$ cat config.mk
export PLATFORM = sky130hd
export DESIGN_NAME = imre_front
export DESIGN_NICKNAME = d
export VERILOG_FILES = /design/src/imre_pkg.sv /design/src/imre_front.sv
export SDC_FILE = /design/constraint.sdc
export NUM_CORES = 1
export LEC_CHECK = 0
export ABC_AREA = 0
export BUFFER_PORTS_ARGS = -buffer_cell sky130_fd_sc_hd__buf_4
export CAP_MARGIN = 20
export CORE_ASPECT_RATIO = 1.5
export CORE_MARGIN = 2
export CORE_UTILIZATION = 59
export CTS_BUF_LIST = sky130_fd_sc_hd__clkbuf_4
export DETAILED_ROUTE_END_ITERATION = 6
export PLACE_DENSITY_LB_ADDON = 0.1
export SLEW_MARGIN = 0
export SYNTH_ARGS = -nofsm -noshare
export SYNTH_HDL_FRONTEND = slang
export SYNTH_SLANG_ARGS = --single-unit
$ cat constraint.sdc
create_clock -name clk -period 3.7 [get_ports clk]
set_input_delay 0.37 -clock clk [delete_from_list [all_inputs] [get_ports clk]]
set_output_delay 0.37 -clock clk [all_outputs]
set_load 0.02 [all_outputs]
$ cat src/imre_pkg.sv
// Shared types and constants for the interval merge run emitter.
package imre_pkg;

  localparam int unsigned DefRegionDepth = 65536;
  localparam int unsigned CmdQDepth      = 4;

  // configuration register indexes
  localparam logic [2:0] CfgMaxMode   = 3'd0;
  localparam logic [2:0] CfgClipLevel = 3'd1;
  localparam logic [2:0] CfgAdjust    = 3'd2;
  localparam logic [2:0] CfgThreshold = 3'd3;
  localparam logic [2:0] CfgRegionLen = 3'd4;

  localparam logic ReqMerge = 1'b0;
  localparam logic ReqEmit  = 1'b1;

  // classified command handed from front to back
  typedef struct packed {
    logic        emit;
    logic [16:0] start;
    logic [16:0] stop;
    logic [31:0] value;
  } cmd_t;

  // saturate a 33-bit signed sum to 32 bits
  function automatic logic [31:0] sat33(input logic [32:0] x);
    logic [31:0] r;
    if (x[32] != x[31]) begin
      r = x[32] ? 32'h8000_0000 : 32'h7FFF_FFFF;
    end else begin
      r = x[31:0];
    end
    return r;
  endfunction

endpackage

$ cat src/imre_front.sv
// Front end: clips values and cuts interval ends, queues commands for the back end.
module imre_front #(
  parameter int unsigned REGION_DEPTH = imre_pkg::DefRegionDepth
) (
  input  logic                clk,
  input  logic                rst_n,
  input  logic                in_push,
  output logic                in_full,
  input  logic                in_req_type,
  input  logic [15:0]         in_interval_start,
  input  logic [16:0]         in_interval_end,
  input  logic signed [31:0]  in_interval_value,
  input  logic signed [31:0]  clip_level,
  input  logic [16:0]         region_len,
  output logic                q_valid,
  output imre_pkg::cmd_t      q_cmd,
  input  logic                q_take
);
  localparam int unsigned QW = $clog2(imre_pkg::CmdQDepth);

  imre_pkg::cmd_t q_mem_r [imre_pkg::CmdQDepth];
  logic [QW-1:0] wp_r, rp_r;
  logic [QW:0]   cnt_r;
  logic [16:0]   rlen_use;
  logic [16:0]   stop;
  logic [31:0]   val;
  imre_pkg::cmd_t cmd;
  logic push_ok;

  assign in_full = (cnt_r == (QW+1)'(imre_pkg::CmdQDepth));
  assign push_ok = in_push && !in_full;
  assign q_valid = (cnt_r != '0);
  assign q_cmd   = q_mem_r[rp_r];

  // classify: clip the value, cut the end to the region in use
  always_comb begin
    rlen_use = ({15'd0, region_len} > 32'(REGION_DEPTH)) ? 17'(REGION_DEPTH) : region_len;
    stop = (in_interval_end > rlen_use) ? rlen_use : in_interval_end;
    val  = (in_interval_value > clip_level) ? clip_level : in_interval_value;
    cmd.emit  = (in_req_type == imre_pkg::ReqEmit);
    cmd.start = {1'b0, in_interval_start};
    cmd.stop  = stop;
    cmd.value = val;
  end

  always_ff @(posedge clk) begin
    if (push_ok) begin
      q_mem_r[wp_r] <= cmd;
    end
  end

  // queue pointers
  always_ff @(posedge clk) begin
    if (!rst_n) begin
      wp_r  <= '0;
      rp_r  <= '0;
      cnt_r <= '0;
    end else begin
      if (push_ok) wp_r <= wp_r + QW'(1);
      if (q_take)  rp_r <= rp_r + QW'(1);
      cnt_r <= cnt_r + (QW+1)'(push_ok) - (QW+1)'(q_take);
    end
  end
endmodule

---- Word-level counts from Yosys, hierarchy flattened ----
Memory sizes are Yosys's and may differ from the RTL's. A register that Yosys moved wholly into a read port is not among the register bits.
Index checks and enable logic that the tools add are counted.
word-level totals
  memory bits (read-only) ................. 0
  bits in registers ....................... 7
  memory bits (writable) .................. 264
  memories kept ........................... 1
  bits of input ports ..................... 119
  bits in latches ......................... 0
cells by class
  $add $sub $neg .......................... 4
  bitwise gates (word level) .............. 0
  multiplexer cells ....................... 7
  magnitude comparators ................... 3
  shift operators ......................... 0
  divide/modulo/power cells ............... 0
  reduce and logical (&&, ||, !) cells .... 3
  equal/unequal tests ..................... 1
  $mul .................................... 0
memory list
  name     depth  bits a word  rd ports  clocked after memory_dff  write ports  line              source
  q_mem_r  4      66           1         1                         1            imre_front.sv:21  imre_pkg::cmd_t q_mem_r [imre_pkg::CmdQDepth];
operator list
  operator                                                       count
  17-bit two-way mux                                             2
  32-bit > comparator                                            1
  32-bit two-way mux                                             1
  17-bit > comparator                                            1
  17-bit > comparator, second input constant                     1
  2-bit by 1-bit adder with 2-bit output, second input constant  2
  2-bit two-way mux                                              2
  3-bit by 1-bit adder with 3-bit output                         1
  3-bit equality test, second input constant                     1
  3-bit nonzero test                                             1
  3-bit by 1-bit subtractor with 3-bit output                    1
  1-bit two-way mux                                              2
  1-bit logical AND                                              1
  1-bit logical NOT                                              1

---- Depth between registers and ports, before layout ----
  depth after elaboration ................. 5
  mapped depth ............................ 12
  gate-level depth less buffers ........... 11

---- Worst setup path after synthesis ----
OpenSTA, ideal clock, no wires.
  path type ............................... input -> register
  start ................................... input region_len[3]
  end ..................................... memory q_mem_r[0][38] (netlist name) (data pin)
  stages .................................. 12
  slack ................................... 0.543 ns
  arrival ................................. 2.973 ns
  path buffers ............................ 2
  cells stage by stage .................... nor4_1 > a41o_1 > clkbuf_1 > nand2_1 > ha_1 > a21o_1 > a21o_1 > a21oi_1 > and3b_1 > a221oi_4 > buf_4 > mux2i_1
on the way
  word-level cells in the longest chain between the ends .. 4
RTL lines
  what                    line              source
  start: declaration      imre_front.sv:14  input logic [16:0] region_len,
  17-bit > comparator     imre_front.sv:37  rlen_use = ({15'd0, region_len} > 32'(REGION_DEPTH)) ? 17'(REGION_DEPTH) : region_len;
  17-bit two-way mux (*)  imre_front.sv:37
  17-bit > comparator     imre_front.sv:38  stop = (in_interval_end > rlen_use) ? rlen_use : in_interval_end;
  17-bit two-way mux (*)  imre_front.sv:38
  named net stop[6]       imre_front.sv:25  logic [16:0] stop;
  end: declaration        imre_front.sv:21
Mark *: on every way through the listed nets, which the timed path passes. The rest lies on a longest branch.

---- Worst setup path after layout ----
  start ................................... input clip_level[29]
  end ..................................... memory q_mem_r[1][24] (netlist name) (data pin)
on the way
  word-level cells in the longest chain between the ends .. 2
RTL lines
  what                 line              source
  start: declaration   imre_front.sv:13  input logic signed [31:0] clip_level,
  32-bit > comparator  imre_front.sv:39  val = (in_interval_value > clip_level) ? clip_level : in_interval_value;
  32-bit two-way mux   imre_front.sv:39
  named net val[24]    imre_front.sv:26  logic [31:0] val;
The timed path passes the listed nets, and every way through them passes these cells.

==> run_results.csv <==
group,metric,value,unit
run_status,status,"completed",
final_layout,nets,1100,
die,start_util,59.7,%
grt,grtUsageTotal,23.0,%
timing,fin_crit_sh,94.7,%
logic_synthesis,syn-num-nets,810,
logic_synthesis,yosys_warnings,0,
final_layout,final_util,74.7,%
detailed_routing,drt-initial-drc-count,418,
clock_tree,numCtsBuffers,60,
logic_synthesis,syn_area_per_cell,19.0,um^2
detailed_routing,vias,6868,
detailed_routing,routed_wl,24300,um
critical_path,crit_chain,"dlygate4sd3_1 > buf_4 > inv_1 > ha_1 > nand4_2 > nor4_2 > mux2i_1 > a31oi_1 > mux2i_4 > buf_12 > mux2_4 > dlygate4sd3_1",
job,drv_cap,0,
critical_path,max_stage_delay,600,ps
grt,overflow,0,
timing,rsz0062_at_grt,"false",
detailed_routing,antenna_left,0,
die,std_cell_rows,64,
timing,tns,0,ps
critical_path,crit_arrival,3900,ps
timing,max_slew_margin,30.3,%
logic_synthesis,synth_area,0.0120,mm^2
critical_path,critical_path_class,"in2reg",
clock_tree,clk_latency,660,ps
power,ir_drop,0.331,mV
final_layout,regArea,0.00812,mm^2
placed_design,gp_congestion,0.856,
logic_synthesis,synth_compound_area_share,2.17,%
timing,timing.hold.ws,63.0,ps
die,core,0.0202,mm^2
timing,maxSlewViolCount,0,
logic_synthesis,synth_top_family_by_area,"multiplexers",
min_path,hold_class,"in2reg",
power,powerDensity,529,mW/mm^2
grt,grt_first_pass_wirelength,37500,um
placed_design,hpwlAfterDp,15600,um
die,floorplan.die_area,0.0216,mm^2
final_layout,fillCellCount,1292,
power,leakagePower,5.79,nW
logic_synthesis,synth-seq-cells,273,
timing,fin_skew,23.4,ps
timing,period_needed,3500,ps
timing,max_freq,285,MHz
logic_synthesis,synthFlopType,"edfxtp_1",
die,die_h,179,um
logic_synthesis,synthAdderAreaFrac,5.88,%
grt,grt_max_degree,67,
clock_tree,htree_levels,2,
placed_design,port_buffers,186,
critical_path,end_kind,"flop",
timing,setup_viol,0,
detailed_routing,drc,0,
critical_path,cp_common_cell,"dlygate4sd3_1",
clock_tree,numClockSinks,273,
logic_synthesis,syn_inst,635,
critical_path,worst_setup_path_start_kind,"input port",
clock_tree,cts_tree,"built",
timing,hold_violations,0,
clock_tree,root_buffer,"clkbuf_4",
final_layout,drive_gt1_share,40.4,%
logic_synthesis,synthDistinctLibCells,50,
final_layout,final_cell_mix,"264 x edfxtp_1, 190 x buf_4, 83 x clkbuf_4",
logic_synthesis,synth-xor-area-share,0.364,%
critical_path,required,4090,ps
clock_tree,clk_pin_slew,70,ps
clock_tree,post-cts-setup-buffers,0,
die,fp.dieW,121,um
detailed_routing,wl_per_cell,19.7,um
critical_path,crit_path_top_delay_cell,"dlygate4sd3_1",
grt,grt_pass1_vias,7459,
detailed_routing,via_per_inst,5.56,
critical_path,crit_fanout,32,
die,num_io_pins,188,
detailed_routing,drtPass1Iterations,4,
logic_synthesis,synth.area.mux_share,18.1,%
logic_synthesis,async_flop_share,0,%
logic_synthesis,synth-seq-area-share,67.3,%
final_layout,final_common_cell,"edfxtp_1",
final_layout,area_growth,25.1,%
grt,antenna_found_initial,1,
clock_tree,clock_path_buffers,3,
timing,worst_pin_slew,1040,ps
logic_synthesis,synth_edf_count,264,
final_layout,multi_input_area,0.00363,mm^2
logic_synthesis,yosys.area_share.simple,3.54,%
-- metrics by stage --
step	area [um^2]	power, mW	instances	setup slack, ps
floorplan	12000	5.10	635	543
global placement	13700	5.74	1070	108
detailed placement	13700	5.81	1070	35.9
CTS	15000	8.07	1233	290
global route	15100	8.36	1236	166
finish	15100	7.98	1236	195
-- metal layers --
metal	share of wire [%]	vias to the layer above	wire length, um	GRT usage (%)
met4	3.1	0	755	9.84
met1	37	3389	9050	26.4
met5	0	-	0	0
met3	5.4	56	1300	4.68
met2	54	260	13200	41.8
li1	-	3163	-	-
-- kinds of logic after synthesis --
kind of cell             after synthesis
flip-flops                           273
multiplexers                         118
buffers and inverters                 75
AND/OR/NAND/NOR                       70
adder cells (fa/ha/maj)               56
AO/OA/AOI/OAI                         37
XOR/XNOR                               5
other                                  1
-- synthesized netlist by cell type (2+ instances only) --
library cell | n | area [um^2]
edfxtp_1 | 264 | 7930
mux4_2 | 66 | 1490
ha_1 | 55 | 688
inv_1 | 54 | 203
mux2_4 | 30 | 450
nand2_1 | 20 | 75.1
mux2i_1 | 17 | 170
a21oi_1 | 15 | 75.1
and2_1 | 10 | 62.6
dfxtp_1 | 9 | 180
clkbuf_1 | 8 | 30.0
nor2b_1 | 8 | 50.1
a21o_1 | 7 | 52.6
nand3_1 | 7 | 35.0
nand4_1 | 7 | 43.8
nor4_1 | 6 | 37.5
buf_1 | 4 | 15.0
buf_2 | 4 | 20.0
xnor2_1 | 4 | 35.0
buf_6 | 3 | 33.8
mux2_1 | 3 | 33.8
a211oi_1 | 2 | 15.0
buf_4 | 2 | 15.0
nand4_2 | 2 | 25.0
nor4_2 | 2 | 25.0
o21ai_0 | 2 | 10.0
-- flip-flops by register name (all words and copies together) (netlist names), named ones only --
signal	flops
cnt_r	3
q_mem_r	264
rp_r	2
wp_r	2
-- final timing paths --
kind / from / end / slack, ps / depth (start not counted)
max: clip_level[29] / q_mem_r[1][24] / 200 / 12
min: q_take / rp_r[0] / 60 / 3
max reg2reg: cnt_r[1] / cnt_r[2] / 1120 / 11
min reg2reg: rp_r[1] / flop / 590 / 2
-- timing repair --
action	4_1_cts	5_1_grt
resized for setup	0	0
hold endpoints to repair	139	2
hold buffers	56	1
-- where the power goes --
part / total (mW) / switching, mW / internal (mW)
Sequential: 3.97 / 0.119 / 3.85
Clock: 2.18 / 1.07 / 1.11
Combinational: 1.82 / 0.957 / 0.867
-- cell type report --
cell class              count  share of cell area (%)
diodes                      2                  0.0332
multi-input cells         287                    24.1
flip-flops and latches    273                    53.9
well taps                 264                    2.19
inverters                  54                    1.35
repair buffers            249                    13.5
clock buffers              83                    4.14
clock inverters            24                   0.814
-- critical path, delay by kind of cell --
family                   cells  cell delay [ps]
AO/OA/AOI/OAI                1               90
adder cells (fa/ha/maj)      1              310
buffers and inverters        5             1590
multiplexers                 3              760
AND/OR/NAND/NOR              2              740
Power figures use the tool's default switching activity.
